`src/rtl/pad_pkg.sv`:
```
// ----------------------------------------------------------------------------
// pad_pkg
// Shared types, constants and tag tables of the peer announcement parser.
// ----------------------------------------------------------------------------
`default_nettype none

package pad_pkg;

    // Default digit limit of a decimal field
    localparam int MAX_DIGITS_DEF = 20;

    localparam int CFG_INDEX_W = 2;
    localparam int CFG_DATA_W  = 16;

    // Configuration register indexes
    localparam logic [CFG_INDEX_W-1:0] CFG_MAX_VERSION  = 2'd0;
    localparam logic [CFG_INDEX_W-1:0] CFG_NICK_MAX_LEN = 2'd1;
    localparam logic [CFG_INDEX_W-1:0] CFG_MAX_NAME_LEN = 2'd2;

    localparam logic [7:0]  MAX_VERSION_RST  = 8'd4;
    localparam logic [7:0]  NICK_MAX_LEN_RST = 8'd15;
    localparam logic [15:0] MAX_NAME_LEN_RST = 16'd512;

    // Tag lengths
    localparam logic [2:0] HDR_TAG_LEN  = 3'd7;
    localparam logic [2:0] PORT_TAG_LEN = 3'd6;
    localparam logic [2:0] NICK_TAG_LEN = 3'd5;

    // Special characters
    localparam logic [7:0] CH_DICT  = 8'h64; // 'd'
    localparam logic [7:0] CH_END   = 8'h65; // 'e'
    localparam logic [7:0] CH_SEMI  = 8'h3B; // ';'
    localparam logic [7:0] CH_COLON = 8'h3A; // ':'
    localparam logic [7:0] CH_ZERO  = 8'h30; // '0'
    localparam logic [7:0] CH_NINE  = 8'h39; // '9'

    localparam logic [16:0] ACC_MAX = 17'h1FFFF;
    localparam logic [16:0] U16_MAX = 17'h0FFFF;

    typedef enum logic [3:0] {
        PH_HEADER     = 4'd0,
        PH_VERSION    = 4'd1,
        PH_ID         = 4'd2,
        PH_PORT_TAG   = 4'd3,
        PH_PORT_NUM   = 4'd4,
        PH_NICK_TAG   = 4'd5,
        PH_NICK       = 4'd6,
        PH_DICT_START = 4'd7,
        PH_DICT       = 4'd8,
        PH_ENTRY      = 4'd9,
        PH_NAME       = 4'd10
    } t_phase;

    typedef enum logic [3:0] {
        EV_VERSION   = 4'd0,
        EV_ID        = 4'd1,
        EV_PORT      = 4'd2,
        EV_NICK_BYTE = 4'd3,
        EV_NICK_END  = 4'd4,
        EV_LENGTH    = 4'd5,
        EV_NAME_BYTE = 4'd6,
        EV_OK        = 4'd7,
        EV_ERROR     = 4'd8
    } t_event;

    typedef enum logic [1:0] {
        ERR_NONE  = 2'd0,
        ERR_TRUNC = 2'd1,
        ERR_MALF  = 2'd2
    } t_err;

    typedef struct packed {
        logic [7:0]  max_version;
        logic [7:0]  nick_max_len;
        logic [15:0] max_name_len;
    } t_cfg;

    typedef struct packed {
        t_event      kind;
        logic [15:0] value;
        t_err        err;
        logic        same_peer;
        logic        msg_end;
    } t_result;

    // Expected byte of a tag at a position; the phase selects the tag
    function automatic logic [7:0] tag_byte(input t_phase ph, input logic [2:0] idx);
        logic [7:0] b;
        b = 8'h00;
        case (ph)
            PH_PORT_TAG: begin
                case (idx)
                    3'd0:    b = 8'h74; // t
                    3'd1:    b = 8'h70; // p
                    3'd2:    b = 8'h6F; // o
                    3'd3:    b = 8'h72; // r
                    3'd4:    b = 8'h74; // t
                    default: b = 8'h3A; // :
                endcase
            end
            PH_NICK_TAG: begin
                case (idx)
                    3'd0:    b = 8'h6E; // n
                    3'd1:    b = 8'h69; // i
                    3'd2:    b = 8'h63; // c
                    3'd3:    b = 8'h6B; // k
                    default: b = 8'h3A; // :
                endcase
            end
            default: begin
                case (idx)
                    3'd0:    b = 8'h50;
                    3'd1:    b = 8'h4C;
                    3'd2:    b = 8'h55;
                    3'd3:    b = 8'h54;
                    3'd4:    b = 8'h4F;
                    3'd5:    b = 8'h5F;
                    default: b = 8'h76;
                endcase
            end
        endcase
        return b;
    endfunction

endpackage

`default_nettype wire

```
`src/rtl/pad_cfg_regs.sv`:
```
// ----------------------------------------------------------------------------
// pad_cfg_regs
// Configuration register file; write-only, always ready.
// ----------------------------------------------------------------------------
`default_nettype none

module pad_cfg_regs (
    input  wire logic                             i_clk,
    input  wire logic                             i_rst_n,
    input  wire logic                             i_cfg_valid,
    output logic                                  o_cfg_ready,
    input  wire logic [pad_pkg::CFG_INDEX_W-1:0]  i_cfg_index,
    input  wire logic [pad_pkg::CFG_DATA_W-1:0]   i_cfg_data,
    output pad_pkg::t_cfg                         o_cfg
);

    pad_pkg::t_cfg r_cfg;

    assign o_cfg_ready = 1'b1;
    assign o_cfg       = r_cfg;

    always_ff @(posedge i_clk) begin
        if (!i_rst_n) begin
            r_cfg.max_version  <= pad_pkg::MAX_VERSION_RST;
            r_cfg.nick_max_len <= pad_pkg::NICK_MAX_LEN_RST;
            r_cfg.max_name_len <= pad_pkg::MAX_NAME_LEN_RST;
        end else if (i_cfg_valid) begin
            unique case (i_cfg_index)
                pad_pkg::CFG_MAX_VERSION:  r_cfg.max_version  <= i_cfg_data[7:0];
                pad_pkg::CFG_NICK_MAX_LEN: r_cfg.nick_max_len <= i_cfg_data[7:0];
                pad_pkg::CFG_MAX_NAME_LEN: r_cfg.max_name_len <= i_cfg_data;
                default: ; // unknown index: drop the write
            endcase
        end
    end

endmodule

`default_nettype wire

```
`src/rtl/pad_parser.sv`:
```
// ----------------------------------------------------------------------------
// pad_parser
// Parse state registers and the one-byte step logic.
// ----------------------------------------------------------------------------
`default_nettype none

module pad_parser #(
    parameter int MAX_DIGITS = pad_pkg::MAX_DIGITS_DEF
) (
    input  wire logic        i_clk,
    input  wire logic        i_rst_n,
    input  wire logic        i_accept,
    input  wire logic [7:0]  i_byte,
    input  wire logic        i_last,
    input  pad_pkg::t_cfg    i_cfg,
    output logic             o_res_valid,
    output pad_pkg::t_result o_res
);

    localparam int CW = $clog2(MAX_DIGITS);
    localparam logic [CW:0] DIGIT_LIMIT = (CW+1)'(MAX_DIGITS);

    pad_pkg::t_phase r_phase, n_phase;
    logic [2:0]      r_tag,   n_tag;
    logic [CW-1:0]   r_cnt,   n_cnt;
    logic [16:0]     r_acc,   n_acc;
    logic [7:0]      r_ver,   n_ver;
    logic [15:0]     r_rc,    n_rc;
    logic [15:0]     r_id,    n_id;
    logic            r_disc,  n_disc;

    always_ff @(posedge i_clk) begin
        if (!i_rst_n) begin
            r_phase <= pad_pkg::PH_HEADER;
            r_tag   <= '0;
            r_cnt   <= '0;
            r_acc   <= '0;
            r_ver   <= '0;
            r_rc    <= '0;
            r_id    <= '0;
            r_disc  <= 1'b0;
        end else if (i_accept) begin
            r_phase <= n_phase;
            r_tag   <= n_tag;
            r_cnt   <= n_cnt;
            r_acc   <= n_acc;
            r_ver   <= n_ver;
            r_rc    <= n_rc;
            r_id    <= n_id;
            r_disc  <= n_disc;
        end
    end

    always_comb begin
        logic            is_dig;
        logic [3:0]      dval;
        logic [20:0]     prod;
        logic [16:0]     dig_acc;
        logic            dig_hit;
        logic [2:0]      tlen;
        logic [2:0]      tpos;
        pad_pkg::t_phase tnext;
        logic [15:0]     tag_rc;
        logic            tag_more;
        logic [15:0]     rc_dec;
        pad_pkg::t_err   err;
        logic            ok;
        logic            ev;
        pad_pkg::t_event kind;
        logic [15:0]     val;
        logic            same;
        logic            closing;

        n_phase = r_phase;
        n_tag   = r_tag;
        n_cnt   = r_cnt;
        n_acc   = r_acc;
        n_ver   = r_ver;
        n_rc    = r_rc;
        n_id    = r_id;
        n_disc  = r_disc;
        err     = pad_pkg::ERR_NONE;
        ok      = 1'b0;
        ev      = 1'b0;
        kind    = pad_pkg::EV_VERSION;
        val     = '0;
        same    = 1'b0;

        // Digit step: acc*10 + digit, saturating at 17 bits
        is_dig  = (i_byte >= pad_pkg::CH_ZERO) && (i_byte <= pad_pkg::CH_NINE);
        dval    = i_byte[3:0];
        prod    = {1'b0, r_acc, 3'b000} + {3'b000, r_acc, 1'b0} + {17'd0, dval};
        dig_acc = (prod > {4'd0, pad_pkg::ACC_MAX}) ? pad_pkg::ACC_MAX : prod[16:0];
        dig_hit = ({1'b0, r_cnt} + (CW+1)'(1)) >= DIGIT_LIMIT;

        // Tag step for whichever tag phase is active
        case (r_phase)
            pad_pkg::PH_PORT_TAG: begin
                tlen  = pad_pkg::PORT_TAG_LEN;
                tnext = pad_pkg::PH_PORT_NUM;
            end
            pad_pkg::PH_NICK_TAG: begin
                tlen  = pad_pkg::NICK_TAG_LEN;
                tnext = pad_pkg::PH_NICK;
            end
            default: begin
                tlen  = pad_pkg::HDR_TAG_LEN;
                tnext = pad_pkg::PH_VERSION;
            end
        endcase
        tpos     = (r_tag < tlen) ? r_tag : tlen - 3'd1;
        tag_rc   = (i_byte != pad_pkg::tag_byte(r_phase, tpos)) ? 16'd1 : r_rc;
        tag_more = ({1'b0, tpos} + 4'd1) < {1'b0, tlen};

        rc_dec = (r_rc != 16'd0) ? r_rc - 16'd1 : r_rc;

        unique case (r_phase)
            pad_pkg::PH_VERSION: begin
                if (is_dig) begin
                    n_acc = dig_acc;
                    if (dig_hit) begin
                        if (!i_last) err = pad_pkg::ERR_MALF;
                    end else begin
                        n_cnt = r_cnt + CW'(1);
                    end
                end else if (r_acc == 17'd0 || r_acc > {9'd0, i_cfg.max_version}
                             || i_byte != pad_pkg::CH_SEMI) begin
                    err = pad_pkg::ERR_MALF;
                end else begin
                    n_ver   = r_acc[7:0];
                    ev      = 1'b1;
                    kind    = pad_pkg::EV_VERSION;
                    val     = {8'd0, r_acc[7:0]};
                    n_phase = (r_acc[7:0] >= 8'd4) ? pad_pkg::PH_ID : pad_pkg::PH_PORT_TAG;
                    n_tag   = '0;
                    n_cnt   = '0;
                    n_acc   = '0;
                    n_rc    = '0;
                end
            end
            pad_pkg::PH_ID: begin
                if (is_dig) begin
                    n_acc = dig_acc;
                    if (dig_hit) begin
                        if (!i_last) err = pad_pkg::ERR_MALF;
                    end else begin
                        n_cnt = r_cnt + CW'(1);
                    end
                end else if (r_acc > pad_pkg::U16_MAX || i_byte != pad_pkg::CH_SEMI) begin
                    err = pad_pkg::ERR_MALF;
                end else begin
                    same    = (r_acc[15:0] == r_id);
                    n_id    = r_acc[15:0];
                    ev      = 1'b1;
                    kind    = pad_pkg::EV_ID;
                    val     = r_acc[15:0];
                    n_phase = pad_pkg::PH_PORT_TAG;
                    n_tag   = '0;
                    n_cnt   = '0;
                    n_acc   = '0;
                    n_rc    = '0;
                end
            end
            pad_pkg::PH_PORT_NUM: begin
                if (is_dig) begin
                    n_acc = dig_acc;
                    if (dig_hit) begin
                        if (!i_last) err = pad_pkg::ERR_MALF;
                    end else begin
                        n_cnt = r_cnt + CW'(1);
                    end
                end else if (r_acc == 17'd0 || r_acc > pad_pkg::U16_MAX
                             || i_byte != pad_pkg::CH_SEMI) begin
                    err = pad_pkg::ERR_MALF;
                end else begin
                    ev      = 1'b1;
                    kind    = pad_pkg::EV_PORT;
                    val     = r_acc[15:0];
                    n_phase = (r_ver >= 8'd3) ? pad_pkg::PH_NICK_TAG : pad_pkg::PH_DICT_START;
                    n_tag   = '0;
                    n_cnt   = '0;
                    n_acc   = '0;
                    n_rc    = '0;
                end
            end
            pad_pkg::PH_NICK: begin
                if (i_byte == pad_pkg::CH_SEMI) begin
                    ev      = 1'b1;
                    kind    = pad_pkg::EV_NICK_END;
                    val     = r_rc;
                    n_phase = pad_pkg::PH_DICT_START;
                    n_tag   = '0;
                    n_cnt   = '0;
                    n_acc   = '0;
                    n_rc    = '0;
                end else if (i_byte == 8'h00 || r_rc >= {8'd0, i_cfg.nick_max_len}) begin
                    err = pad_pkg::ERR_MALF;
                end else begin
                    ev   = 1'b1;
                    kind = pad_pkg::EV_NICK_BYTE;
                    val  = {8'd0, i_byte};
                    n_rc = r_rc + 16'd1;
                end
            end
            pad_pkg::PH_DICT_START: begin
                if (i_byte != pad_pkg::CH_DICT) begin
                    err = pad_pkg::ERR_MALF;
                end else begin
                    n_phase = pad_pkg::PH_DICT;
                    n_tag   = '0;
                    n_cnt   = '0;
                    n_acc   = '0;
                    n_rc    = '0;
                end
            end
            pad_pkg::PH_DICT: begin
                if (i_byte == pad_pkg::CH_END) begin
                    ok = 1'b1;
                end else if (is_dig) begin
                    // First length digit: the field starts from zero
                    n_phase = pad_pkg::PH_ENTRY;
                    n_tag   = '0;
                    n_cnt   = CW'(1);
                    n_acc   = {13'd0, dval};
                    n_rc    = '0;
                end else begin
                    err = pad_pkg::ERR_MALF;
                end
            end
            pad_pkg::PH_ENTRY: begin
                if (is_dig) begin
                    n_acc = dig_acc;
                    if (dig_hit) begin
                        if (!i_last) err = pad_pkg::ERR_MALF;
                    end else begin
                        n_cnt = r_cnt + CW'(1);
                    end
                end else if (r_acc == 17'd0 || r_acc > {1'b0, i_cfg.max_name_len}
                             || i_byte != pad_pkg::CH_COLON) begin
                    err = pad_pkg::ERR_MALF;
                end else begin
                    ev      = 1'b1;
                    kind    = pad_pkg::EV_LENGTH;
                    val     = r_acc[15:0];
                    n_phase = pad_pkg::PH_NAME;
                    n_tag   = '0;
                    n_cnt   = '0;
                    n_acc   = '0;
                    n_rc    = r_acc[15:0];
                end
            end
            pad_pkg::PH_NAME: begin
                ev   = 1'b1;
                kind = pad_pkg::EV_NAME_BYTE;
                val  = {8'd0, i_byte};
                n_rc = rc_dec;
                if (rc_dec == 16'd0) begin
                    n_phase = pad_pkg::PH_DICT;
                    n_tag   = '0;
                    n_cnt   = '0;
                    n_acc   = '0;
                end
            end
            default: begin
                // Header, port tag and nick tag; unused codes fall back to the header
                if (r_phase != pad_pkg::PH_PORT_TAG && r_phase != pad_pkg::PH_NICK_TAG) begin
                    n_phase = pad_pkg::PH_HEADER;
                end
                n_rc = tag_rc;
                if (tag_more) begin
                    n_tag = tpos + 3'd1;
                end else if (!i_last) begin
                    if (tag_rc != 16'd0) begin
                        err = pad_pkg::ERR_MALF;
                    end else begin
                        n_phase = tnext;
                        n_tag   = '0;
                        n_cnt   = '0;
                        n_acc   = '0;
                        n_rc    = '0;
                    end
                end
            end
        endcase

        // The last byte ends an unfinished message as truncated
        if (!ok && err == pad_pkg::ERR_NONE && i_last) begin
            err = pad_pkg::ERR_TRUNC;
        end
        closing = ok || (err != pad_pkg::ERR_NONE);

        if (closing) begin
            if (i_last) begin
                n_phase = pad_pkg::PH_HEADER;
                n_tag   = '0;
                n_cnt   = '0;
                n_acc   = '0;
                n_rc    = '0;
            end else begin
                n_disc = 1'b1;
            end
        end

        o_res_valid     = closing || ev;
        o_res.kind      = closing ? (ok ? pad_pkg::EV_OK : pad_pkg::EV_ERROR) : kind;
        o_res.value     = closing ? 16'd0 : val;
        o_res.err       = err;
        o_res.same_peer = closing ? 1'b0 : same;
        o_res.msg_end   = closing;

        // Drop trailing bytes through the last one, then restart at the header
        if (r_disc) begin
            n_phase     = r_phase;
            n_tag       = r_tag;
            n_cnt       = r_cnt;
            n_acc       = r_acc;
            n_ver       = r_ver;
            n_rc        = r_rc;
            n_id        = r_id;
            n_disc      = 1'b1;
            o_res_valid = 1'b0;
            if (i_last) begin
                n_disc  = 1'b0;
                n_phase = pad_pkg::PH_HEADER;
                n_tag   = '0;
                n_cnt   = '0;
                n_acc   = '0;
                n_rc    = '0;
            end
        end
    end

endmodule

`default_nettype wire

```
`src/rtl/pad_out_queue.sv`:
```
// ----------------------------------------------------------------------------
// pad_out_queue
// Two-word result queue between the parser and the output stream.
// ----------------------------------------------------------------------------
`default_nettype none

module pad_out_queue (
    input  wire logic        i_clk,
    input  wire logic        i_rst_n,
    input  wire logic        i_push,
    input  pad_pkg::t_result i_data,
    output logic             o_full,
    output logic             o_valid,
    input  wire logic        i_pop,
    output pad_pkg::t_result o_data
);

    pad_pkg::t_result r_mem [2];
    logic             r_wr;
    logic             r_rd;
    logic [1:0]       r_count;
    logic             do_push;
    logic             do_pop;

    assign o_full  = (r_count == 2'd2);
    assign o_valid = (r_count != 2'd0);
    assign o_data  = r_mem[r_rd];
    assign do_push = i_push && !o_full;
    assign do_pop  = i_pop && o_valid;

    always_ff @(posedge i_clk) begin
        if (!i_rst_n) begin
            r_wr    <= 1'b0;
            r_rd    <= 1'b0;
            r_count <= 2'd0;
        end else begin
            if (do_push) r_wr <= ~r_wr;
            if (do_pop)  r_rd <= ~r_rd;
            case ({do_push, do_pop})
                2'b10:   r_count <= r_count + 2'd1;
                2'b01:   r_count <= r_count - 2'd1;
                default: r_count <= r_count;
            endcase
        end
    end

    always_ff @(posedge i_clk) begin
        if (do_push) r_mem[r_wr] <= i_data;
    end

endmodule

`default_nettype wire

```
`src/rtl/peer_announce_datagram_parser.sv`:
```
// ----------------------------------------------------------------------------
// peer_announce_datagram_parser
// Byte-serial parser for peer announcement datagrams.
// ----------------------------------------------------------------------------
// Feed one datagram byte per word on the slave stream, with tlast on the final
// byte of the receive buffer. The block takes one byte every clock cycle: the
// whole step for a byte (tag match, decimal digit with saturation, limit
// checks) is one pass of logic over the parse state registers, and its result
// word lands in a two-word output queue, which registers it for the master
// stream. Bytes that give no result (tag bytes, digits, trailing bytes after a
// closing event) go through without using queue space. The input stalls only
// while the output queue holds two words that the downstream side has not
// taken. Each master word carries an event kind in tuser; ok and error events
// close a message and raise tlast. After a closing event that is not on the
// buffer's last byte, drop the rest of the buffer up to and including the last
// byte, then restart at the header. Write configuration only while the block
// is idle.
// ----------------------------------------------------------------------------
`default_nettype none

module peer_announce_datagram_parser #(
    parameter int MAX_DIGITS = pad_pkg::MAX_DIGITS_DEF
) (
    input  wire logic                             i_clk,
    input  wire logic                             i_rst_n,

    // Byte input
    input  wire logic                             s_axis_tvalid,
    output logic                                  s_axis_tready,
    input  wire logic [7:0]                       s_axis_tdata,  // [7:0] data_byte
    input  wire logic                             s_axis_tlast,  // last_byte

    // Result output
    output logic                                  m_axis_tvalid,
    input  wire logic                             m_axis_tready,
    // [15:0] field_value, [17:16] error_kind, [18] same_peer, [23:19] zero
    output logic [23:0]                           m_axis_tdata,
    output logic [3:0]                            m_axis_tuser,  // [3:0] event_kind
    output logic                                  m_axis_tlast,  // message_end

    // Configuration writes
    input  wire logic                             i_cfg_valid,
    output logic                                  o_cfg_ready,
    input  wire logic [pad_pkg::CFG_INDEX_W-1:0]  i_cfg_index,
    input  wire logic [pad_pkg::CFG_DATA_W-1:0]   i_cfg_data
);

    pad_pkg::t_cfg    cfg;
    pad_pkg::t_result res;
    pad_pkg::t_result q_data;
    logic             res_valid;
    logic             q_full;
    logic             in_accept;

    // Hold the input while the queue is full
    assign s_axis_tready = !q_full;
    assign in_accept     = s_axis_tvalid && s_axis_tready;

    pad_cfg_regs u_cfg (
        .i_clk       (i_clk),
        .i_rst_n     (i_rst_n),
        .i_cfg_valid (i_cfg_valid),
        .o_cfg_ready (o_cfg_ready),
        .i_cfg_index (i_cfg_index),
        .i_cfg_data  (i_cfg_data),
        .o_cfg       (cfg)
    );

    pad_parser #(
        .MAX_DIGITS (MAX_DIGITS)
    ) u_parser (
        .i_clk       (i_clk),
        .i_rst_n     (i_rst_n),
        .i_accept    (in_accept),
        .i_byte      (s_axis_tdata),
        .i_last      (s_axis_tlast),
        .i_cfg       (cfg),
        .o_res_valid (res_valid),
        .o_res       (res)
    );

    pad_out_queue u_queue (
        .i_clk   (i_clk),
        .i_rst_n (i_rst_n),
        .i_push  (in_accept && res_valid),
        .i_data  (res),
        .o_full  (q_full),
        .o_valid (m_axis_tvalid),
        .i_pop   (m_axis_tready),
        .o_data  (q_data)
    );

    // Pack the result word, first field in the lowest bits
    assign m_axis_tdata = {5'd0, q_data.same_peer, q_data.err, q_data.value};
    assign m_axis_tuser = q_data.kind;
    assign m_axis_tlast = q_data.msg_end;

endmodule

`default_nettype wire
```
`config.mk`:
```
export PLATFORM = sky130hd
export DESIGN_NAME = peer_announce_datagram_parser
export DESIGN_NICKNAME = d
export VERILOG_FILES = /design/src/rtl/pad_pkg.sv /design/src/rtl/pad_cfg_regs.sv /design/src/rtl/pad_parser.sv /design/src/rtl/pad_out_queue.sv /design/src/rtl/peer_announce_datagram_parser.sv
export SDC_FILE = /design/constraint.sdc
export NUM_CORES = 1
export LEC_CHECK = 0
export BUFFER_PORTS_ARGS = -buffer_cell sky130_fd_sc_hd__clkbuf_2
export CAP_MARGIN = 30
export CORE_UTILIZATION = 60
export DETAILED_ROUTE_END_ITERATION = 16
export HOLD_SLACK_MARGIN = 0.02
export PLACE_DENSITY = 0.8
export SLEW_MARGIN = 20
export SYNTH_ARGS = -nofsm -noshare
export SYNTH_HDL_FRONTEND = slang
export SYNTH_SLANG_ARGS = --single-unit
```
`constraint.sdc`:
```
create_clock -name i_clk -period 11.2 [get_ports i_clk]
set_input_delay 0 -clock i_clk [delete_from_list [all_inputs] [get_ports i_clk]]
set_output_delay 0 -clock i_clk [all_outputs]
set_load 0.005 [all_outputs]
```
* After elaboration in Yosys (flattened, before gate mapping) *
Memory sizes are Yosys's and may differ from the RTL's. A register that Yosys moved wholly into a read port is not among the register bits.
Index checks and enable logic that the tools add are counted.

operators by class
  $add $sub $neg = 11
  order comparisons = 12
  equal/unequal tests = 30
  multiplexer cells = 188
  bitwise gates (word level) = 6
  reductions and logical operators = 38

operators by type and width
  cell                                                   count
  two-way mux 16 bit                                     31
  two-way mux 17 bit                                     21
  case mux 17 bit (8 select lines)                       1
  case mux 16 bit (8 select lines)                       1
  two-way mux 4 bit                                      27
  two-way mux 5 bit                                      21
  case mux 16 bit (6 select lines)                       1
  two-way mux 3 bit                                      22
  case mux 7 bit (4 select lines)                        2
  two-way mux 2 bit                                      22
  case mux 5 bit (8 select lines)                        1
  case mux 6 bit (6 select lines)                        1
  case mux 4 bit (8 select lines)                        1
  nonzero test 16 bit                                    2
  two-way mux 1 bit                                      26
  case mux 3 bit (8 select lines)                        1
  adder 20 x 18 -> 21 bit                                1
  adder 21 x 4 -> 21 bit                                 1
  > comparator 21 x 17 -> 1 bit (second input constant)  1
  case mux 4 bit (5 select lines)                        1
  > comparator 17 x 16 -> 1 bit                          1
  > comparator 17 x 16 -> 1 bit (second input constant)  1
  > comparator 17 x 8 -> 1 bit                           1
  zero test 17 bit                                       1
  53 further kinds                                       96

word-level totals
  register bits = 106
  RAM bits = 48
  input port bits = 32
  output and inout port bits = 32
  word-level logic and storage cells = 300
  memories kept = 1

memory list
  name           words  bits a word  rd ports  clocked after memory_dff  wr ports  RTL line             RTL
  u_queue.r_mem  2      24           1         1                         1         pad_out_queue.sv:18  pad_pkg::t_result r_mem [2];

* Depth between registers and ports, before layout *
  word-level depth = 27
  gate-level depth with buffers = 24
  mapped depth without buffers = 21

* Modules after synthesis *
A second synthesis with hierarchy kept.

unflattened totals
  cells, all modules = 1,422
  area total of the unflattened synthesis = 11,832.6 sq um

modules (own cells, without submodules)
  module                         times used  cells an instance  area an instance (sq um)  seq. area each (sq um)
  pad_parser                     1           1,182              8,534.4                   1,401.3
  pad_out_queue                  1           101                1,965.6                   1,541.5
  pad_cfg_regs                   1           130                1,272.5                   640.6
  peer_announce_datagram_parser  1           9                  60.1                      0.0

* Least setup slack after synthesis *
No wires, ideal clock.

  path kind = register -> register
  start point = reg u_parser.r_phase[2]
  end point = reg u_queue.r_count[1]
  data arrival time = 4,611 ps
  required time = 11,130 ps
  setup slack = 6,519 ps
  stages on the path, launching flop included = 22
  buffers on the path = 2
  clock period less this slack = 4,681 ps
  cell sequence = dfxtp_1 > nand4bb_1 > buf_4 > ha_1 > nand2b_1 > o311ai_1 > nand2_1 > inv_1 > ha_1 > clkbuf_1 > nor2_1 > a31o_2 > a211oi_1 > nor3_1 > nor4_2 > o2111ai_2 > o31ai_4 > a21oi_1 > inv_1 > ha_1 > or3_1 > a21oi_1

on the way
  cells in the longest elaborated chain, start to end = 27

ends and longest elaborated chain
  item                                                                                 RTL line                                       RTL
  start, declared                                                                      pad_parser.sv:23                               pad_pkg::t_phase r_phase, n_phase;
  start signal, assigned                                                               pad_parser.sv:34                               r_phase <= pad_pkg::PH_HEADER;
  start signal, assigned                                                               pad_parser.sv:43                               r_phase <= n_phase;
  equality test 4 x 3 -> 1 bit / equality test 4 x 2 -> 1 bit (equally long branches)  pad_pkg.sv:90, pad_parser.sv:97
  case mux 2 bit (2 select lines)                                                      pad_parser.sv:97                               case (r_phase)
  subtractor 3 x 1 -> 3 bit / < comparator 3 bit (equally long branches)               pad_parser.sv:111                              tpos = (r_tag < tlen) ? r_tag : tlen - 3'd1;
  two-way mux 3 bit                                                                    pad_parser.sv:111
  equality test 3 bit / zero test 3 bit (equally long branches)                        pad_pkg.sv:92, pad_pkg.sv:111, pad_pkg.sv:102
  OR reduction 2 bit (no source line)                                                  n/a
  case mux 7 bit (4 select lines)                                                      pad_pkg.sv:92                                  case (idx)
  case mux 8 bit (2 select lines)                                                      pad_pkg.sv:90                                  case (ph)
  [... 11 more ...]                                                                    n/a
  nonzero test 2 bit                                                                   pad_parser.sv:290                              closing = ok || (err != pad_pkg::ERR_NONE);
  logical OR 1 bit                                                                     pad_parser.sv:290
  logical OR 1 bit *                                                                   pad_parser.sv:304                              o_res_valid = closing || ev;
  two-way mux 1 bit *                                                                  pad_parser.sv:312                              if (r_disc) begin
  logical AND 1 bit *                                                                  peer_announce_datagram_parser.sv:85            .i_push (in_accept && res_valid),
  logical AND 1 bit *                                                                  pad_out_queue.sv:28                            assign do_push = i_push && !o_full;
  equality test 2 x 1 -> 1 bit / equality test 2 bit (equally long branches)           pad_out_queue.sv:39                            case ({do_push, do_pop})
  case mux 2 bit (2 select lines) / nonzero test 2 bit (equally long branches)         n/a
  end signal, assigned                                                                 pad_out_queue.sv:40                            2'b10: r_count <= r_count + 2'd1;
  end signal, assigned                                                                 pad_out_queue.sv:41                            2'b01: r_count <= r_count - 2'd1;
  end signal, assigned                                                                 pad_out_queue.sv:42                            default: r_count <= r_count;
  end, declared                                                                        pad_out_queue.sv:21                            logic [1:0] r_count;

Mark *: on every way between the ends. The rest lies on a longest branch, timed or not.
A chain may end at the register's enable or synchronous reset.

* Final worst setup path *
  start point = reg u_parser.r_phase[0]
  end point = reg u_queue.r_count[1]

Same word-level chain as after synthesis.

==> results.md <==
- Run status: finished, final reports clean
- Final HPWL DP: 25700 µm
- Max H-tree Level: 4
- Most common cell after layout, fill and taps aside: nand2_1
- Synth warnings: 0
- Most frequent cells in the layout: nand2_1 (143), a21oi_1 (109), dfxtp_1 (107)
- CP Buf/Inv Count: 2
- Ports: 64
- Seq cells post-synth: 155
- Area Growth Syn to Fin: 10.4%
- Synth area leader: dfxtp_1
- CP endpoint kind: flip-flop
- Final Cell Area: 0.0128 mm²
- # rows: 50
- Slowest CP cell: dfxtp_1
- # DRC: 0
- Routed WL per cell: between 20 and 25 µm
- Post-synth EDFFs: 48
- Synthesized-area fraction occupied by adder cells: 9.60%
- Largest net degree at the start of global routing: 45
- Worst Path Required: 11.56 ns
- Final setup violation count: 0
- Die Wd: 141 µm
- Post-synthesis mux area share: 3.98%
- Peak VDD IR: approximately 0.11 mV
- Crit path cell chain: nand4bb_1 -> ha_1 -> or3b_1 -> o311ai_2 -> a21oi_1 -> inv_1 -> ha_1 -> nor2_1 -> nor3_1 -> a2111oi_4 -> o2111ai_1 -> nor4_2 -> o2111ai_2 -> o31ai_4 -> a21oi_1 -> inv_1 -> ha_1 -> or3_1 -> a21oi_1
- Post-synthesis instance total: 1382
- Ant diodes: 0
- Area fraction of the dominant cell type after synthesis: 18.5%
- PortBufs: 57
- CTS root buffer: clkbuf_16
- Pre-antenna DRT Iters: 6
- Register area share after synthesis: 30.9%
- Worst-case clock buffer depth: 2
- Vias in the first global route: 10700
- Layout cells sized above 1: between 10 and 15%
- Post-Syn Area: 0.0116 mm²
- Startpoint types: flip-flop
- First-pass GRT wire length: 57400 µm
- CTS Buf Count: 17
- DR vias: 11300
- Placed Instance Area: 0.0120 mm²
- Die ar.: 0.0199 mm²
- Max Cap Viol: 0
- Clock sink count: 155
- Final wirelength: 36400 µm
- Final nets: between 1500 and 2000
- Starting Density: around three fifths
- Library cells used by synthesis: approximately 100
- CTS tree: done
- Leak: 5.18 nW
- Slew Viols, Final: 0
- Post-layout min period: 6.17 ns
- CP top delay family: compound AO/OA/AOI/OAI gates
- Hold WS: around 0.099 ns
- Rel. slew slack: 39.8%
- Final Skew: approximately 0.013 ns
- Async S/R FF share, synth: 0%
- GR Util All Layers: 37.4%
- Setup TNS: 0 ns
- Power Density: 112 mW/mm²
- Compound-Gate Fraction of Synth Area: 25.1%
- Worst EP arrival: 6.53 ns
- Post-route ant nets: 0
- Vias per cell: 6.72
- Total power: 1.43 mW
- Peak Freq: roughly 0.16 GHz
- Largest family of logic cells by synthesized area: compound AO/OA/AOI/OAI gates
- Final Cycle Share: a little under three fifths
- Routability cong.: 0.997
- Main flop type after synthesis: dfxtp_1
- Critical path peak fanout: 14
- Start-to-end type of the worst setup path: reg -> reg
- Xor/xnor share of the synthesized area: around 2.9%
- Slew @ Worst Pin: 0.897 ns
- Die Ht: 141 µm
- RSZ-0062 raised after global routing: false
- Grt total ovfl: 0
- Core area: 0.0188 mm²
- Synth top area cells: dfxtp_1 (18%), edfxtp_1 (12%), ha_1 (9.2%)
- Post-synthesis simple-gate area fraction: between 20% and 30%
- Clock latency on the worst-skew pair: 0.44 ns
- Clock transition at path regs: 0.07 ns
- 1st-iter DRT viols: 1258
- Tightest Hold Check Type: in -> reg
- Crit path largest cell delay: 0.59 ns
- Final core occ: 68.0%
- Final Hold Vio Count: 0
- Initial antenna violation count: 0
- Mean Syn Cell Area: 8.39 µm²
- Fillers: ~1600
layout make-up:
cell class	instances	area [µm²]	area share, %
Multi-Input combinational cell	1058	7310	57.1
Sequential cell	155	3580	28.0
Timing Repair Buffer	98	674	5.27
Clock buffer	17	425	3.32
Tap cell	260	325	2.54
Inverter	77	289	2.26
Clock inverter	15	193	1.51
state kept, by name, summed over array words and instances, names as in the netlist, named ones only:
register and cells:
u_parser.r_phase 4, u_parser.r_id 16, u_parser.r_acc 17, u_parser.r_rc 16, u_parser.r_cnt 5, u_parser.r_ver 8, u_parser.r_tag 3, u_parser.r_disc 1
u_queue.r_wr 1, u_queue.r_mem 48, u_queue.r_rd 1, u_cfg.o_cfg 32, u_queue.r_count 2
routing by layer:
metal	vias to the layer above	GRT usage [%]	wire length, µm
met3	162	7.88	3570
met2	653	59.8	16000
met5	-	0	0
met4	0	20.3	2190
li1	5202	-	-
met1	5271	47.3	14700
worst min-delay path, delay by kind of cell:
kind / cells / cell delay [ns]
AO/OA/AOI/OAI: 1 / 0.11
buffers and inverters: 1 / 0.16
AND/OR/NAND/NOR: 1 / 0.13
worst paths after layout:
| check | endpoint | from | cells past startpoint | slack, ns |
|---|---|---|---|---|
| max | u_queue.r_count[1] | u_parser.r_phase[0] | 19 | 5.03 |
| min | u_queue.r_mem[0][9] | s_axis_tdata[5] | 3 | 0.1 |
| max reg2reg | u_queue.r_count[1] | u_parser.r_phase[0] | 19 | 5.03 |
| min reg2reg | u_cfg.o_cfg[11] | u_cfg.o_cfg[11] | 2 | 0.46 |
power breakdown:
part	total, mW	leakage (nW)	switching [mW]	internal, mW
clock	0.596	0.293	0.275	0.322
combinational	0.221	3.56	0.124	0.0969
sequential	0.616	1.32	0.0175	0.599
total	1.43	5.18	0.416	1.02
cell usage after synthesis, types with 8 or more instances:
| cell type | n |
|---|---|
| a222oi_1 | 8 |
| mux2i_1 | 18 |
| buf_4 | 11 |
| o211ai_1 | 21 |
| nor2b_1 | 14 |
| or4_1 | 9 |
| a211o_1 | 8 |
| nor2_1 | 105 |
| nand2_1 | 143 |
| a22oi_1 | 17 |
| clkbuf_1 | 64 |
| nand3_1 | 36 |
| and2_1 | 16 |
| a21oi_1 | 109 |
| buf_2 | 11 |
| inv_1 | 75 |
| a211oi_1 | 18 |
| nand2b_1 | 11 |
| nor3_1 | 31 |
| o22ai_1 | 15 |
| and3_1 | 9 |
| nand4_1 | 20 |
| xnor2_1 | 14 |
| a31oi_1 | 16 |
| dfxtp_1 | 107 |
| a221oi_1 | 17 |
| o21ai_0 | 50 |
| a21o_1 | 17 |
| xor2_1 | 24 |
| nor4_1 | 19 |
| edfxtp_1 | 48 |
| o31ai_1 | 12 |
| nand3b_1 | 8 |
| ha_1 | 85 |
| o2111ai_1 | 11 |
| mux2_2 | 25 |
repair_timing:
| item | in CTS | in global routing |
|---|---|---|
| hold buffers | 19 | 0 |
| resized for setup | 0 | 0 |
| buffers inserted | 0 | 0 |
| hold endpoints to repair | 34 | 0 |
stage by stage:
step / worst slack [ns] / cells
4_1_cts: 5.25 / 1679
2_1_floorplan: 6.52 / 1386
6_report: 5.03 / 1680
3_3_place_gp: 5.46 / 1623
3_5_place_dp: 5.24 / 1628
5_1_grt: 4.68 / 1680
cell families after synthesis:
family / Yosys count
flip-flops: 155
AND/OR/NAND/NOR: 473
XOR/XNOR: 38
multiplexers: 43
AO/OA/AOI/OAI: 410
buffers and inverters: 173
adder cells (fa/ha/maj): 88
other: 2
Power figures use the tool's default switching activity.
